**src/design/dtc_pkg.sv**
```systemverilog
// Shared constants, codes and types for the distance-to-centroid scorer.
package dtc_pkg;

  // Field widths
  localparam int MODE_W     = 2;
  localparam int VAL_W      = 16;
  localparam int STATUS_W   = 2;
  localparam int SCORE_W    = 16;
  localparam int DIST_W     = 18;
  localparam int MAX_DIST_W = 16;
  localparam int DIMS_W     = 5;
  localparam int CFG_IDX_W  = 1;
  localparam int CFG_DATA_W = 16;

  // Internal widths
  localparam int SUM_W     = 32;
  localparam int SQ_W      = 35;
  localparam int PROD_W    = 2 * VAL_W;
  localparam int MUL_DIG_W = 4;
  localparam int FRAC_W    = 15;
  localparam int MM_W      = 2 * FRAC_W + 1;

  // Parameter defaults
  localparam int MAX_DIMS_DEF   = 16;
  localparam int MAX_POINTS_DEF = 65536;

  // Input modes
  localparam logic [MODE_W-1:0] MODE_CLEAR  = 2'd0;
  localparam logic [MODE_W-1:0] MODE_SAMPLE = 2'd1;
  localparam logic [MODE_W-1:0] MODE_FINAL  = 2'd2;
  localparam logic [MODE_W-1:0] MODE_QUERY  = 2'd3;

  // Result status codes
  localparam logic [STATUS_W-1:0] STAT_SCORE  = 2'd0;
  localparam logic [STATUS_W-1:0] STAT_AVG    = 2'd1;
  localparam logic [STATUS_W-1:0] STAT_NO_PTS = 2'd2;

  // Register indexes
  localparam logic [CFG_IDX_W-1:0] REG_MAX_DIST = 1'd0;
  localparam logic [CFG_IDX_W-1:0] REG_DIMS     = 1'd1;

  // Constants
  localparam logic [VAL_W-1:0]      ONE_Q15      = 16'h8000;
  localparam logic [DIST_W-1:0]     DIST_MAX     = '1;
  localparam logic [SUM_W-1:0]      SUM_MAX      = '1;
  localparam logic [SQ_W-1:0]       SQ_MAX       = '1;
  localparam logic [MAX_DIST_W-1:0] MAX_DIST_RST = 16'd3277;
  localparam logic [DIMS_W-1:0]     DIMS_RST     = 5'd1;

  typedef logic [CFG_IDX_W-1:0]  cfg_idx_t;
  typedef logic [CFG_DATA_W-1:0] cfg_data_t;

  typedef enum logic [3:0] {
    S_IDLE,
    S_Q_MUL,
    S_Q_SQRT,
    S_Q_DIV,
    S_THR_MUL,
    S_THR_SQRT,
    S_CEN_START,
    S_CEN_DIV,
    S_EMIT
  } state_e;

  // Handshake status of a multi-cycle arithmetic unit
  typedef struct packed {
    logic busy;
    logic done;
  } unit_st_t;

endpackage

```
**src/design/dtc_in_if.sv**
```systemverilog
// Input channel of the scorer: valid/ready with mode and value.
interface dtc_in_if;
  import dtc_pkg::*;

  logic              valid;
  logic              ready;
  logic [MODE_W-1:0] mode;
  logic [VAL_W-1:0]  value;

  modport source (output valid, mode, value, input ready);
  modport sink   (input valid, mode, value, output ready);
endinterface

```
**src/design/dtc_out_if.sv**
```systemverilog
// Output channel of the scorer: valid/ready with status, score and distance.
interface dtc_out_if;
  import dtc_pkg::*;

  logic                valid;
  logic                ready;
  logic [STATUS_W-1:0] status;
  logic [SCORE_W-1:0]  score;
  logic [DIST_W-1:0]   distance;

  modport source (output valid, status, score, distance, input ready);
  modport sink   (input valid, status, score, distance, output ready);
endinterface

```
**src/design/distance_to_centroid_scorer.sv**
```systemverilog
// Distance-to-centroid scorer: per-dimension sample sums, a centroid average and
// a Euclidean distance with a linear decay score for each query point.
//
// Values are unsigned Q1.15. Items are taken one at a time. A clear or a sample
// element is taken without leaving the idle state. A query element runs the
// 4-digit serial multiplier that squares the difference to the centroid. The
// last element of a query point then runs the bit-serial square root (two
// radicand bits per cycle) and, when the distance is within a nonzero
// threshold, the bit-serial divide of the score, and then hands the result to
// the output register. A finalize item with points runs the threshold multiply
// and root, then one serial divide per dimension for the centroid. A result
// waiting in the output register does not hold off new items; only the cycle
// that would overwrite it waits. Configuration writes are registered and are
// taken at any time. The sample sums use one valid bit per dimension, so a
// clear takes effect at once with no sweep.
module distance_to_centroid_scorer #(
  parameter int MAX_DIMS   = dtc_pkg::MAX_DIMS_DEF,
  parameter int MAX_POINTS = dtc_pkg::MAX_POINTS_DEF
) (
  input  logic               clk_i,
  input  logic               rst_ni,
  input  logic               cfg_we_i,
  input  dtc_pkg::cfg_idx_t  cfg_idx_i,
  input  dtc_pkg::cfg_data_t cfg_data_i,
  dtc_in_if.sink             in_if,
  dtc_out_if.source          out_if
);
  import dtc_pkg::*;

  localparam int IDX_W     = (MAX_DIMS > 1) ? $clog2(MAX_DIMS) : 1;
  localparam int DCNT_W    = $clog2(MAX_DIMS + 1);
  localparam int CNT_W     = $clog2(MAX_POINTS + 1);
  localparam int THR_RAD_W = MM_W + $clog2(MAX_DIMS);
  localparam int RAD_W     = (THR_RAD_W > SQ_W) ? THR_RAD_W : SQ_W;
  localparam int ROOT_W    = RAD_W / 2 + 1;
  localparam int THR_W     = THR_RAD_W / 2 + 1;
  localparam int DEN_W     = (CNT_W > THR_W) ? CNT_W : THR_W;
  localparam int NUM_W     = (SUM_W + 1 > THR_W + FRAC_W + 1) ? SUM_W + 1 : THR_W + FRAC_W + 1;
  localparam int TRW       = MM_W + DCNT_W;

  // Configuration registers
  logic [MAX_DIST_W-1:0] max_dist_q;
  logic [DIMS_W-1:0]     dims_q;

  // Control state
  state_e            state_q, state_d;
  logic [IDX_W-1:0]  idx_q, idx_d;
  logic [IDX_W-1:0]  d_q, d_d;
  logic [CNT_W-1:0]  cnt_q, cnt_d;
  logic [SQ_W-1:0]   sq_q, sq_d;
  logic [THR_W-1:0]  thr_q, thr_d;
  logic              end_q, end_d;
  logic              out_valid_q, out_valid_d;

  // Pending result and output register
  logic [STATUS_W-1:0] res_status_q, res_status_d;
  logic [SCORE_W-1:0]  res_score_q, res_score_d;
  logic [DIST_W-1:0]   res_dist_q, res_dist_d;
  logic [STATUS_W-1:0] out_status_q;
  logic [SCORE_W-1:0]  out_score_q;
  logic [DIST_W-1:0]   out_dist_q;
  logic                out_load;

  // Per-dimension stores
  logic [SUM_W-1:0]    sum_mem [MAX_DIMS];
  logic [MAX_DIMS-1:0] sum_vld_q;
  logic [VAL_W-1:0]    cen_mem [MAX_DIMS];
  logic                sum_we, sum_clr, cen_we;

  // Arithmetic units
  logic               mul_start, sqrt_start, div_start;
  logic [VAL_W-1:0]   mul_op;
  logic [PROD_W-1:0]  mul_prod;
  logic [RAD_W-1:0]   sqrt_rad;
  logic [ROOT_W-1:0]  sqrt_root;
  logic [NUM_W-1:0]   div_num;
  logic [DEN_W-1:0]   div_den;
  logic [VAL_W-1:0]   div_quo;
  unit_st_t           mul_st, sqrt_st, div_st;

  // Datapath helpers
  logic                accept, in_rdy, out_free;
  logic [DCNT_W-1:0]   eff_dims;
  logic [IDX_W-1:0]    last_idx;
  logic                pt_end, cnt_full;
  logic [VAL_W-1:0]    m_eff, cen_rd, diff;
  logic [IDX_W-1:0]    rd_idx;
  logic [SUM_W-1:0]    sum_rd, sum_new;
  logic [SUM_W:0]      sum_add;
  logic [SQ_W:0]       sq_add;
  logic [SQ_W-1:0]     sq_sat;
  logic [TRW-1:0]      thr_rad;
  logic [DIST_W-1:0]   dist_c;

  // ---------------------------------------------------------------------------
  // Configuration: registered writes, no read-back
  // ---------------------------------------------------------------------------
  always_ff @(posedge clk_i or negedge rst_ni) begin
    if (!rst_ni) begin
      max_dist_q <= MAX_DIST_RST;
      dims_q     <= DIMS_RST;
    end else if (cfg_we_i) begin
      case (cfg_idx_i)
        REG_MAX_DIST: max_dist_q <= cfg_data_i[MAX_DIST_W-1:0];
        REG_DIMS:     dims_q     <= cfg_data_i[DIMS_W-1:0];
        default: ;
      endcase
    end
  end

  // Clamp dims into 1..MAX_DIMS and max_dist to one
  always_comb begin
    if (dims_q == '0) begin
      eff_dims = DCNT_W'(1);
    end else if (32'(dims_q) > 32'(MAX_DIMS)) begin
      eff_dims = DCNT_W'(MAX_DIMS);
    end else begin
      eff_dims = DCNT_W'(dims_q);
    end
  end

  assign last_idx = IDX_W'(eff_dims - DCNT_W'(1));
  assign pt_end   = (idx_q >= last_idx);
  assign cnt_full = (cnt_q == CNT_W'(MAX_POINTS));
  assign m_eff    = (max_dist_q > ONE_Q15) ? ONE_Q15 : max_dist_q;

  // ---------------------------------------------------------------------------
  // Shared datapath
  // ---------------------------------------------------------------------------
  assign in_rdy   = (state_q == S_IDLE);
  assign accept   = in_if.valid && in_rdy;
  assign out_free = !out_valid_q || out_if.ready;

  // Sample path reads the current element; finalize walks d_q
  assign rd_idx  = (state_q == S_IDLE) ? idx_q : d_q;
  assign sum_rd  = sum_vld_q[rd_idx] ? sum_mem[rd_idx] : '0;
  assign sum_add = {1'b0, sum_rd} + (SUM_W + 1)'(in_if.value);
  assign sum_new = sum_add[SUM_W] ? SUM_MAX : sum_add[SUM_W-1:0];

  // Query difference magnitude against the stored centroid
  assign cen_rd = cen_mem[idx_q];
  assign diff   = (in_if.value >= cen_rd) ? (in_if.value - cen_rd) : (cen_rd - in_if.value);

  // Saturating squared-distance accumulation
  assign sq_add = (SQ_W + 1)'(sq_q) + (SQ_W + 1)'(mul_prod);
  assign sq_sat = sq_add[SQ_W] ? SQ_MAX : sq_add[SQ_W-1:0];

  // Threshold radicand: max_dist^2 * dims
  assign thr_rad = TRW'(mul_prod[MM_W-1:0]) * TRW'(eff_dims);

  // Saturate the root to the distance field
  assign dist_c = (sqrt_root > ROOT_W'(DIST_MAX)) ? DIST_MAX : DIST_W'(sqrt_root);

  // ---------------------------------------------------------------------------
  // Next-state logic
  // ---------------------------------------------------------------------------
  always_comb begin
    state_d = state_q;
    case (state_q)
      S_IDLE: begin
        if (accept) begin
          case (in_if.mode)
            MODE_QUERY: state_d = S_Q_MUL;
            MODE_FINAL: state_d = (cnt_q == '0) ? S_EMIT : S_THR_MUL;
            default:    state_d = S_IDLE;
          endcase
        end
      end
      S_Q_MUL: begin
        if (mul_st.done) begin
          state_d = end_q ? S_Q_SQRT : S_IDLE;
        end
      end
      S_Q_SQRT: begin
        if (sqrt_st.done) begin
          if (thr_q != '0 && 32'(dist_c) <= 32'(thr_q)) begin
            state_d = S_Q_DIV;
          end else begin
            state_d = S_EMIT;
          end
        end
      end
      S_Q_DIV: begin
        if (div_st.done) begin
          state_d = S_EMIT;
        end
      end
      S_THR_MUL: begin
        if (mul_st.done) begin
          state_d = S_THR_SQRT;
        end
      end
      S_THR_SQRT: begin
        if (sqrt_st.done) begin
          state_d = S_CEN_START;
        end
      end
      S_CEN_START: begin
        state_d = S_CEN_DIV;
      end
      S_CEN_DIV: begin
        if (div_st.done) begin
          state_d = (d_q == last_idx) ? S_EMIT : S_CEN_START;
        end
      end
      S_EMIT: begin
        if (out_free) begin
          state_d = S_IDLE;
        end
      end
      default: state_d = S_IDLE;
    endcase
  end

  // ---------------------------------------------------------------------------
  // State outputs: unit starts, store writes and register updates
  // ---------------------------------------------------------------------------
  always_comb begin
    idx_d        = idx_q;
    d_d          = d_q;
    cnt_d        = cnt_q;
    sq_d         = sq_q;
    thr_d        = thr_q;
    end_d        = end_q;
    res_status_d = res_status_q;
    res_score_d  = res_score_q;
    res_dist_d   = res_dist_q;
    sum_we       = 1'b0;
    sum_clr      = 1'b0;
    cen_we       = 1'b0;
    mul_start    = 1'b0;
    mul_op       = m_eff;
    sqrt_start   = 1'b0;
    sqrt_rad     = RAD_W'(thr_rad);
    div_start    = 1'b0;
    div_num      = NUM_W'(sum_rd) + NUM_W'(cnt_q >> 1);
    div_den      = DEN_W'(cnt_q);
    out_load     = 1'b0;
    case (state_q)
      S_IDLE: begin
        if (accept) begin
          case (in_if.mode)
            MODE_CLEAR: begin
              // drop all sums and the point in progress
              sum_clr = 1'b1;
              cnt_d   = '0;
              idx_d   = '0;
              sq_d    = '0;
            end
            MODE_SAMPLE: begin
              sum_we = !cnt_full;
              idx_d  = pt_end ? '0 : idx_q + IDX_W'(1);
              if (pt_end && !cnt_full) begin
                cnt_d = cnt_q + CNT_W'(1);
              end
            end
            MODE_FINAL: begin
              idx_d = '0;
              sq_d  = '0;
              if (cnt_q == '0) begin
                res_status_d = STAT_NO_PTS;
                res_score_d  = '0;
                res_dist_d   = '0;
              end else begin
                mul_start = 1'b1;
              end
            end
            MODE_QUERY: begin
              // square the difference; note whether this element ends the point
              mul_start = 1'b1;
              mul_op    = diff;
              end_d     = pt_end;
              idx_d     = pt_end ? '0 : idx_q + IDX_W'(1);
            end
            default: ;
          endcase
        end
      end
      S_Q_MUL: begin
        if (mul_st.done) begin
          if (end_q) begin
            sqrt_start = 1'b1;
            sqrt_rad   = RAD_W'(sq_sat);
            sq_d       = '0;
          end else begin
            sq_d = sq_sat;
          end
        end
      end
      S_Q_SQRT: begin
        if (sqrt_st.done) begin
          res_status_d = STAT_SCORE;
          res_dist_d   = dist_c;
          res_score_d  = '0;
          if (thr_q == '0) begin
            // zero threshold scores one only on an exact hit
            res_score_d = (dist_c == '0) ? ONE_Q15 : '0;
          end else if (32'(dist_c) <= 32'(thr_q)) begin
            div_start = 1'b1;
            div_num   = (NUM_W'(dist_c) << FRAC_W) + NUM_W'(thr_q >> 1);
            div_den   = DEN_W'(thr_q);
          end
        end
      end
      S_Q_DIV: begin
        if (div_st.done) begin
          res_score_d = ONE_Q15 - div_quo;
        end
      end
      S_THR_MUL: begin
        if (mul_st.done) begin
          sqrt_start = 1'b1;
        end
      end
      S_THR_SQRT: begin
        if (sqrt_st.done) begin
          thr_d = THR_W'(sqrt_root);
          d_d   = '0;
        end
      end
      S_CEN_START: begin
        // rounded average: (sum + count/2) / count
        div_start = 1'b1;
      end
      S_CEN_DIV: begin
        if (div_st.done) begin
          cen_we = 1'b1;
          if (d_q == last_idx) begin
            res_status_d = STAT_AVG;
            res_score_d  = '0;
            res_dist_d   = DIST_W'(thr_q);
          end else begin
            d_d = d_q + IDX_W'(1);
          end
        end
      end
      S_EMIT: begin
        out_load = out_free;
      end
      default: ;
    endcase
  end

  // Output register: hold the result until taken
  always_comb begin
    out_valid_d = out_valid_q && !out_if.ready;
    if (out_load) begin
      out_valid_d = 1'b1;
    end
  end

  // ---------------------------------------------------------------------------
  // Registers
  // ---------------------------------------------------------------------------
  always_ff @(posedge clk_i or negedge rst_ni) begin
    if (!rst_ni) begin
      state_q     <= S_IDLE;
      idx_q       <= '0;
      cnt_q       <= '0;
      sq_q        <= '0;
      thr_q       <= '0;
      out_valid_q <= 1'b0;
    end else begin
      state_q     <= state_d;
      idx_q       <= idx_d;
      cnt_q       <= cnt_d;
      sq_q        <= sq_d;
      thr_q       <= thr_d;
      out_valid_q <= out_valid_d;
    end
  end

  always_ff @(posedge clk_i) begin
    d_q          <= d_d;
    end_q        <= end_d;
    res_status_q <= res_status_d;
    res_score_q  <= res_score_d;
    res_dist_q   <= res_dist_d;
    if (out_load) begin
      out_status_q <= res_status_q;
      out_score_q  <= res_score_q;
      out_dist_q   <= res_dist_q;
    end
  end

  // Sum valid bits: clear empties every dimension at once
  always_ff @(posedge clk_i or negedge rst_ni) begin
    if (!rst_ni) begin
      sum_vld_q <= '0;
    end else if (sum_clr) begin
      sum_vld_q <= '0;
    end else if (sum_we) begin
      sum_vld_q[rd_idx] <= 1'b1;
    end
  end

  always_ff @(posedge clk_i) begin
    if (sum_we) begin
      sum_mem[rd_idx] <= sum_new;
    end
    if (cen_we) begin
      cen_mem[d_q] <= div_quo;
    end
  end

  // ---------------------------------------------------------------------------
  // Arithmetic units
  // ---------------------------------------------------------------------------
  dtc_mul u_mul (
    .clk_i   (clk_i),
    .rst_ni  (rst_ni),
    .start_i (mul_start),
    .a_i     (mul_op),
    .b_i     (mul_op),
    .prod_o  (mul_prod),
    .st_o    (mul_st)
  );

  dtc_sqrt #(
    .RAD_W (RAD_W)
  ) u_sqrt (
    .clk_i   (clk_i),
    .rst_ni  (rst_ni),
    .start_i (sqrt_start),
    .rad_i   (sqrt_rad),
    .root_o  (sqrt_root),
    .st_o    (sqrt_st)
  );

  dtc_div #(
    .NUM_W (NUM_W),
    .DEN_W (DEN_W),
    .Q_W   (VAL_W)
  ) u_div (
    .clk_i   (clk_i),
    .rst_ni  (rst_ni),
    .start_i (div_start),
    .num_i   (div_num),
    .den_i   (div_den),
    .quo_o   (div_quo),
    .st_o    (div_st)
  );

  // ---------------------------------------------------------------------------
  // Ports
  // ---------------------------------------------------------------------------
  assign in_if.ready     = in_rdy;
  assign out_if.valid    = out_valid_q;
  assign out_if.status   = out_status_q;
  assign out_if.score    = out_score_q;
  assign out_if.distance = out_dist_q;

  // ---------------------------------------------------------------------------
  // Assertions
  // ---------------------------------------------------------------------------
  a_one_unit_busy: assert property (@(posedge clk_i) disable iff (!rst_ni)
    $onehot0({mul_st.busy, sqrt_st.busy, div_st.busy}))
    else $error("more than one arithmetic unit busy");

  a_no_accept_busy: assert property (@(posedge clk_i) disable iff (!rst_ni)
    (in_if.valid && in_if.ready) |-> !(mul_st.busy || sqrt_st.busy || div_st.busy))
    else $error("item accepted while an arithmetic unit is busy");

  a_mul_done_state: assert property (@(posedge clk_i) disable iff (!rst_ni)
    mul_st.done |-> (state_q == S_Q_MUL || state_q == S_THR_MUL))
    else $error("multiplier finished outside a multiply state");

  a_count_bound: assert property (@(posedge clk_i) disable iff (!rst_ni)
    cnt_q <= CNT_W'(MAX_POINTS))
    else $error("point count above its limit");

  a_score_range: assert property (@(posedge clk_i) disable iff (!rst_ni)
    out_valid_q |-> (out_score_q <= ONE_Q15 &&
                     (out_status_q == STAT_SCORE || out_score_q == '0)))
    else $error("score out of range for its status");

endmodule

```
**src/design/dtc_mul.sv**
```systemverilog
// Digit-serial multiplier, one 4-bit digit of the multiplier per cycle.
module dtc_mul (
  input  logic                        clk_i,
  input  logic                        rst_ni,
  input  logic                        start_i,
  input  logic [dtc_pkg::VAL_W-1:0]   a_i,
  input  logic [dtc_pkg::VAL_W-1:0]   b_i,
  output logic [dtc_pkg::PROD_W-1:0]  prod_o,
  output dtc_pkg::unit_st_t           st_o
);
  import dtc_pkg::*;

  localparam int STEPS = VAL_W / MUL_DIG_W;
  localparam int CNT_W = $clog2(STEPS + 1);

  logic [VAL_W-1:0]           a_q, a_d, b_q, b_d;
  logic [PROD_W-1:0]          acc_q, acc_d;
  logic [CNT_W-1:0]           cnt_q, cnt_d;
  logic                       busy_q, busy_d, done_q, done_d;
  logic [VAL_W+MUL_DIG_W-1:0] pp;

  always_comb begin
    a_d    = a_q;
    b_d    = b_q;
    acc_d  = acc_q;
    cnt_d  = cnt_q;
    busy_d = busy_q;
    done_d = 1'b0;
    pp     = a_q * b_q[VAL_W-1 -: MUL_DIG_W];
    if (start_i) begin
      a_d    = a_i;
      b_d    = b_i;
      acc_d  = '0;
      cnt_d  = CNT_W'(STEPS);
      busy_d = 1'b1;
    end else if (busy_q) begin
      // shift in one digit's partial product, most significant digit first
      acc_d = {acc_q[PROD_W-MUL_DIG_W-1:0], {MUL_DIG_W{1'b0}}} + PROD_W'(pp);
      b_d   = b_q << MUL_DIG_W;
      cnt_d = cnt_q - CNT_W'(1);
      if (cnt_q == CNT_W'(1)) begin
        busy_d = 1'b0;
        done_d = 1'b1;
      end
    end
  end

  always_ff @(posedge clk_i or negedge rst_ni) begin
    if (!rst_ni) begin
      cnt_q  <= '0;
      busy_q <= 1'b0;
      done_q <= 1'b0;
    end else begin
      cnt_q  <= cnt_d;
      busy_q <= busy_d;
      done_q <= done_d;
    end
  end

  always_ff @(posedge clk_i) begin
    a_q   <= a_d;
    b_q   <= b_d;
    acc_q <= acc_d;
  end

  assign prod_o    = acc_q;
  assign st_o.busy = busy_q;
  assign st_o.done = done_q;

endmodule

```
**src/design/dtc_div.sv**
```systemverilog
// Bit-serial restoring divider, one quotient bit per cycle.
module dtc_div #(
  parameter int NUM_W = 34,
  parameter int DEN_W = 18,
  parameter int Q_W   = 16
) (
  input  logic              clk_i,
  input  logic              rst_ni,
  input  logic              start_i,
  input  logic [NUM_W-1:0]  num_i,
  input  logic [DEN_W-1:0]  den_i,
  output logic [Q_W-1:0]    quo_o,
  output dtc_pkg::unit_st_t st_o
);
  import dtc_pkg::*;

  localparam int CNT_W = $clog2(NUM_W + 1);

  logic [NUM_W-1:0] num_q, num_d;
  logic [DEN_W-1:0] den_q, den_d;
  logic [DEN_W-1:0] rem_q, rem_d;
  logic [CNT_W-1:0] cnt_q, cnt_d;
  logic             busy_q, busy_d, done_q, done_d;
  logic [DEN_W:0]   rem_sh, rem_sub;
  logic             ge;

  always_comb begin
    num_d   = num_q;
    den_d   = den_q;
    rem_d   = rem_q;
    cnt_d   = cnt_q;
    busy_d  = busy_q;
    done_d  = 1'b0;
    rem_sh  = {rem_q, num_q[NUM_W-1]};
    rem_sub = rem_sh - {1'b0, den_q};
    ge      = (rem_sh >= {1'b0, den_q});
    if (start_i) begin
      num_d  = num_i;
      den_d  = den_i;
      rem_d  = '0;
      cnt_d  = CNT_W'(NUM_W);
      busy_d = 1'b1;
    end else if (busy_q) begin
      // dividend bits leave at the top, quotient bits enter at the bottom
      rem_d = ge ? rem_sub[DEN_W-1:0] : rem_sh[DEN_W-1:0];
      num_d = {num_q[NUM_W-2:0], ge};
      cnt_d = cnt_q - CNT_W'(1);
      if (cnt_q == CNT_W'(1)) begin
        busy_d = 1'b0;
        done_d = 1'b1;
      end
    end
  end

  always_ff @(posedge clk_i or negedge rst_ni) begin
    if (!rst_ni) begin
      cnt_q  <= '0;
      busy_q <= 1'b0;
      done_q <= 1'b0;
    end else begin
      cnt_q  <= cnt_d;
      busy_q <= busy_d;
      done_q <= done_d;
    end
  end

  always_ff @(posedge clk_i) begin
    num_q <= num_d;
    den_q <= den_d;
    rem_q <= rem_d;
  end

  assign quo_o     = num_q[Q_W-1:0];
  assign st_o.busy = busy_q;
  assign st_o.done = done_q;

endmodule

```
**src/design/dtc_sqrt.sv**
```systemverilog
// Digit-serial square root, two radicand bits per cycle, rounded to nearest.
module dtc_sqrt #(
  parameter int RAD_W = 35
) (
  input  logic                 clk_i,
  input  logic                 rst_ni,
  input  logic                 start_i,
  input  logic [RAD_W-1:0]     rad_i,
  output logic [RAD_W/2:0]     root_o,
  output dtc_pkg::unit_st_t    st_o
);
  import dtc_pkg::*;

  localparam int STEPS  = (RAD_W + 1) / 2;
  localparam int PAD_W  = 2 * STEPS;
  localparam int ROOT_W = RAD_W / 2 + 1;
  localparam int CNT_W  = $clog2(STEPS + 2);

  logic [PAD_W-1:0]  rad_q, rad_d;
  logic [STEPS:0]    rem_q, rem_d;
  logic [STEPS-1:0]  root_q, root_d;
  logic [ROOT_W-1:0] res_q, res_d;
  logic [CNT_W-1:0]  cnt_q, cnt_d;
  logic              busy_q, busy_d, done_q, done_d;
  logic [STEPS+2:0]  rem_sh, trial, rem_sub;
  logic              ge;

  always_comb begin
    rad_d   = rad_q;
    rem_d   = rem_q;
    root_d  = root_q;
    res_d   = res_q;
    cnt_d   = cnt_q;
    busy_d  = busy_q;
    done_d  = 1'b0;
    rem_sh  = {rem_q, rad_q[PAD_W-1 -: 2]};
    trial   = {1'b0, root_q, 2'b01};
    rem_sub = rem_sh - trial;
    ge      = (rem_sh >= trial);
    if (start_i) begin
      rad_d  = PAD_W'(rad_i);
      rem_d  = '0;
      root_d = '0;
      cnt_d  = CNT_W'(STEPS + 1);
      busy_d = 1'b1;
    end else if (busy_q) begin
      cnt_d = cnt_q - CNT_W'(1);
      if (cnt_q == CNT_W'(1)) begin
        // round up when the remainder exceeds the truncated root
        res_d  = ROOT_W'(root_q) + ROOT_W'(rem_q > {1'b0, root_q});
        busy_d = 1'b0;
        done_d = 1'b1;
      end else begin
        rem_d  = ge ? rem_sub[STEPS:0] : rem_sh[STEPS:0];
        root_d = {root_q[STEPS-2:0], ge};
        rad_d  = rad_q << 2;
      end
    end
  end

  always_ff @(posedge clk_i or negedge rst_ni) begin
    if (!rst_ni) begin
      cnt_q  <= '0;
      busy_q <= 1'b0;
      done_q <= 1'b0;
    end else begin
      cnt_q  <= cnt_d;
      busy_q <= busy_d;
      done_q <= done_d;
    end
  end

  always_ff @(posedge clk_i) begin
    rad_q  <= rad_d;
    rem_q  <= rem_d;
    root_q <= root_d;
    res_q  <= res_d;
  end

  assign root_o    = res_q;
  assign st_o.busy = busy_q;
  assign st_o.done = done_q;

endmodule
```
**src/flat_wrapper.sv**
```systemverilog
// flat-port wrapper written by rule: the top's interface ports become plain ports
module distance_to_centroid_scorer_flat import dtc_pkg::*;
#(
  parameter int MAX_DIMS   = dtc_pkg::MAX_DIMS_DEF,
  parameter int MAX_POINTS = dtc_pkg::MAX_POINTS_DEF
)
  (clk_i, rst_ni, cfg_we_i, cfg_idx_i, cfg_data_i, in_if_valid, in_if_mode, in_if_value, in_if_ready, out_if_valid, out_if_status, out_if_score, out_if_distance, out_if_ready);
  dtc_in_if in_if_i ();
  dtc_out_if out_if_i ();
  input  logic clk_i;
  input  logic rst_ni;
  input  logic cfg_we_i;
  input  dtc_pkg::cfg_idx_t cfg_idx_i;
  input  dtc_pkg::cfg_data_t cfg_data_i;
  input wire logic [$bits(in_if_i.valid)-1:0] in_if_valid;
  input wire logic [$bits(in_if_i.mode)-1:0] in_if_mode;
  input wire logic [$bits(in_if_i.value)-1:0] in_if_value;
  output wire logic [$bits(in_if_i.ready)-1:0] in_if_ready;
  output wire logic [$bits(out_if_i.valid)-1:0] out_if_valid;
  output wire logic [$bits(out_if_i.status)-1:0] out_if_status;
  output wire logic [$bits(out_if_i.score)-1:0] out_if_score;
  output wire logic [$bits(out_if_i.distance)-1:0] out_if_distance;
  input wire logic [$bits(out_if_i.ready)-1:0] out_if_ready;
  assign in_if_i.valid = in_if_valid;
  assign in_if_i.mode = in_if_mode;
  assign in_if_i.value = in_if_value;
  assign in_if_ready = in_if_i.ready;
  assign out_if_valid = out_if_i.valid;
  assign out_if_status = out_if_i.status;
  assign out_if_score = out_if_i.score;
  assign out_if_distance = out_if_i.distance;
  assign out_if_i.ready = out_if_ready;
  distance_to_centroid_scorer #(.MAX_DIMS(MAX_DIMS), .MAX_POINTS(MAX_POINTS)) u_core (.clk_i(clk_i), .rst_ni(rst_ni), .cfg_we_i(cfg_we_i), .cfg_idx_i(cfg_idx_i), .cfg_data_i(cfg_data_i), .in_if(in_if_i), .out_if(out_if_i));
endmodule
```
**config.mk**
```make
export PLATFORM = sky130hd
export DESIGN_NAME = distance_to_centroid_scorer_flat
export DESIGN_NICKNAME = d
export VERILOG_FILES = /design/src/design/dtc_pkg.sv /design/src/design/dtc_in_if.sv /design/src/design/dtc_out_if.sv /design/src/design/distance_to_centroid_scorer.sv /design/src/design/dtc_mul.sv /design/src/design/dtc_div.sv /design/src/design/dtc_sqrt.sv /design/src/flat_wrapper.sv
export SDC_FILE = /design/constraint.sdc
export NUM_CORES = 2
export LEC_CHECK = 0
export BUFFER_PORTS_ARGS = -buffer_cell sky130_fd_sc_hd__buf_2
export CELL_PAD_IN_SITES_DETAIL_PLACEMENT = 1
export CELL_PAD_IN_SITES_GLOBAL_PLACEMENT = 1
export CORE_ASPECT_RATIO = 1.1
export CORE_MARGIN = 1.5
export CORE_UTILIZATION = 45
export DETAILED_ROUTE_END_ITERATION = 8
export GPL_TIMING_DRIVEN = 0
export PLACE_DENSITY = 0.71
export SLEW_MARGIN = 0
export SYNTH_ARGS = -nofsm -noshare
export SYNTH_HDL_FRONTEND = slang
export SYNTH_HIERARCHICAL = 1
export SYNTH_SLANG_ARGS = --single-unit
export TNS_END_PERCENT = 100
```
**constraint.sdc**
```tcl
create_clock -name clk_i -period 8.55 [get_ports clk_i]
set_input_delay 1.2825 -clock clk_i [delete_from_list [all_inputs] [get_ports clk_i]]
set_output_delay 1.2825 -clock clk_i [all_outputs]
set_load 0.1 [all_outputs]
```
==> reports/results.ini <==
[sta]
period_share_pct=96.5
skew_ns=0.0356
tightest_slew_ns=1.32
clock.fmax_mhz=121
drv_slew=0
fin_crit_ns=8.25
hold_violations=0
finalSetupViolations=0
rsz0062_at_grt=no
slew_headroom_pct=11.5

[setup_path]
worstPathArrival_ns=8.72
r2r_slack_ns=0.30
startpoint_type=register
path_max_fanout=16
reg2reg_depth=25
cp.required_ns=9.02
end_kind=register
crit_type=reg2reg

[logic_synthesis]
syn_nets=5436
syn_inst=5014
synth_warnings=6
syn_area_sq_mm=0.0639
avgSynthCellArea_sq_um=12.7

[clock_tree]
ctsHoldBuffers=0
clk_pin_slew_ns=0.05
cts_tree=yes
cts_buffers=133
cts_buffer_depth=3
numClockSinks=1206
h-tree-depth=4
clk_latency_ns=0.80
root_buffer=clkbuf_16

[pwr]
p_clk_share_pct=39.2
switchingPower_w=0.00398
swShare_pct=27.5
p_seq_share_pct=43.8
powerDensity_mw_per_mm2=201
vdd_ir_drop_max_mv=0.216
p_leak_nw=25.5
internal_power_w=0.0105
p_comb_share_pct=17.1
p_total_w=0.0145

[route]
firstDrtPassIters=5
wirelength_microns=192000
routed_via_density=5.92
ant_nets=0
drc_errors=0
wire_per_inst_microns=26.6
routed-via-count=42700
dr.first_iter.drc_count=3041

[global_route]
grt_max_degree=83
grt_pass1_wl_microns=289000
antenna_found_initial=9
grt-ovfl-total=0
grt_usage_pct=26.9
grt_pass1_vias=45300

[floorplanning]
core.rowCount=144
die_h_microns=398
io_pins=78
chipWidth_microns=362
dieArea_sq_mm=0.144
start_util_pct=45.4
core_area_sq_mm=0.141

[final_layout]
layout.nets=5700
drive_above_1_share_pct=15.6
final_common_cell=edfxtp_1
final_cell_mix=982 x edfxtp_1, 431 x nand2_1, 334 x inv_1, 264 x nor2_1, 246 x ha_1
stdcell_area_sq_mm=0.0721
synthToLayoutAreaGrowth_pct=12.9
stdcell_count=7217

[hold_path]
min_path_type=reg2reg
holdPathStages=0

[job]
cap_violations=0

[place]
dp_cells=6969
place_area_sq_mm=0.0678
gp_congestion=0.879
place_hpwl_microns=140000
port-buffer-count=76

[status]
status=completed

-- state kept, by name, summed over array words and instances (netlist names), 19 cells and up --
signal / cells
u_core/cen_mem: 256
u_core/u_sqrt/rem_q: 19
u_core/u_mul/prod_o: 32
u_core/sum_mem: 512
u_core/sq_q: 35
u_core/u_div/num_q: 34
u_core/u_sqrt/rad_q: 36
-- metal layers --
layer  GRT usage, %  wire length [microns]  up-vias
met5              0                     29        -
met4           11.0                   7770        6
met3           3.89                   9730      390
met2           47.5                  97900     1251
met1           32.9                  76500    22200
li1               -                      -    18900
-- critical path, stage by stage, from the launching register on --
cell	delay, ns
dfrtp_1	0.34
buf_6	0.15
nor2_4	0.05
nand2_4	0.08
inv_4	0.06
buf_12	0.14
buf_2	0.19
a31oi_1	0.70
clkbuf_1	0.80
clkbuf_1	0.65
o22ai_1	0.25
a311oi_4	0.64
ha_1	0.30
inv_1	0.07
fa_1	0.41
nor2b_1	0.15
o21ai_0	0.13
a21oi_1	0.23
o21ai_0	0.17
a21oi_1	0.26
a31o_2	0.22
o31ai_1	0.11
o21ai_2	0.53
nor2b_4	0.41
nand2_1	0.13
mux2i_2	0.71
-- final timing paths --
path                                       from                   endpoint
hold reg to reg            u_core/res_dist_q[9]  u_core/out_if.distance[9]
setup reg to reg              u_core/state_q[0]      u_core/sum_mem[5][30]
max in group asynchronous                rst_ni        u_core/sum_vld_q[2]
hold / removal             u_core/res_dist_q[9]  u_core/out_if.distance[9]
min in group asynchronous                rst_ni            u_core/sq_q[12]
setup / recovery              u_core/state_q[0]      u_core/sum_mem[5][30]
-- power by group through the flow --
stage / logic [W] / registers [W] / clock network [W]
after floorplan: 0.00173 / 0.00644 / 0
after global placement: 0.00245 / 0.00645 / 0
after detailed placement: 0.00249 / 0.00645 / 0
after CTS: 0.00252 / 0.00633 / 0.00578
after global routing: 0.00277 / 0.00633 / 0.00597
final: 0.00247 / 0.00633 / 0.00566
-- timing repair --
action / CTS / global route
gates resized for setup: 10 / 11
endpoints found under the setup margin: 512 / 439
cloned: 0 / 0
setup buffers: 0 / 0
-- through the flow --
step | util, % | hold slack [ns] | TNS, ns | setup slack (ns)
finish | 51.3 | 0.418 | 0 | 0.300
floorplan | - | 0.400 | 0 | 2.58
global placement | 47.3 | 0.404 | -391.23 | -1.20
global route | 51.3 | 0.422 | 0 | 0.0450
detailed placement | 48.2 | 0.405 | -208.39 | -0.865
CTS | 51.3 | 0.413 | 0 | 0.0158
-- area by class of cell --
| cell class | count | area, sq um |
|---|---|---|
| fillers | 14300 | 68400 |
| clock buffers | 169 | 3580 |
| plain buffers | 243 | 1200 |
| repair buffers | 130 | 1400 |
| diodes | 4 | 10.0 |
| well taps | 1825 | 2280 |
| inverters | 337 | 1270 |
| flip-flops and latches | 1206 | 34700 |
| multi-input cells | 3227 | 27000 |
| clock inverters | 76 | 709 |
(Power assumes the default switching activity.)
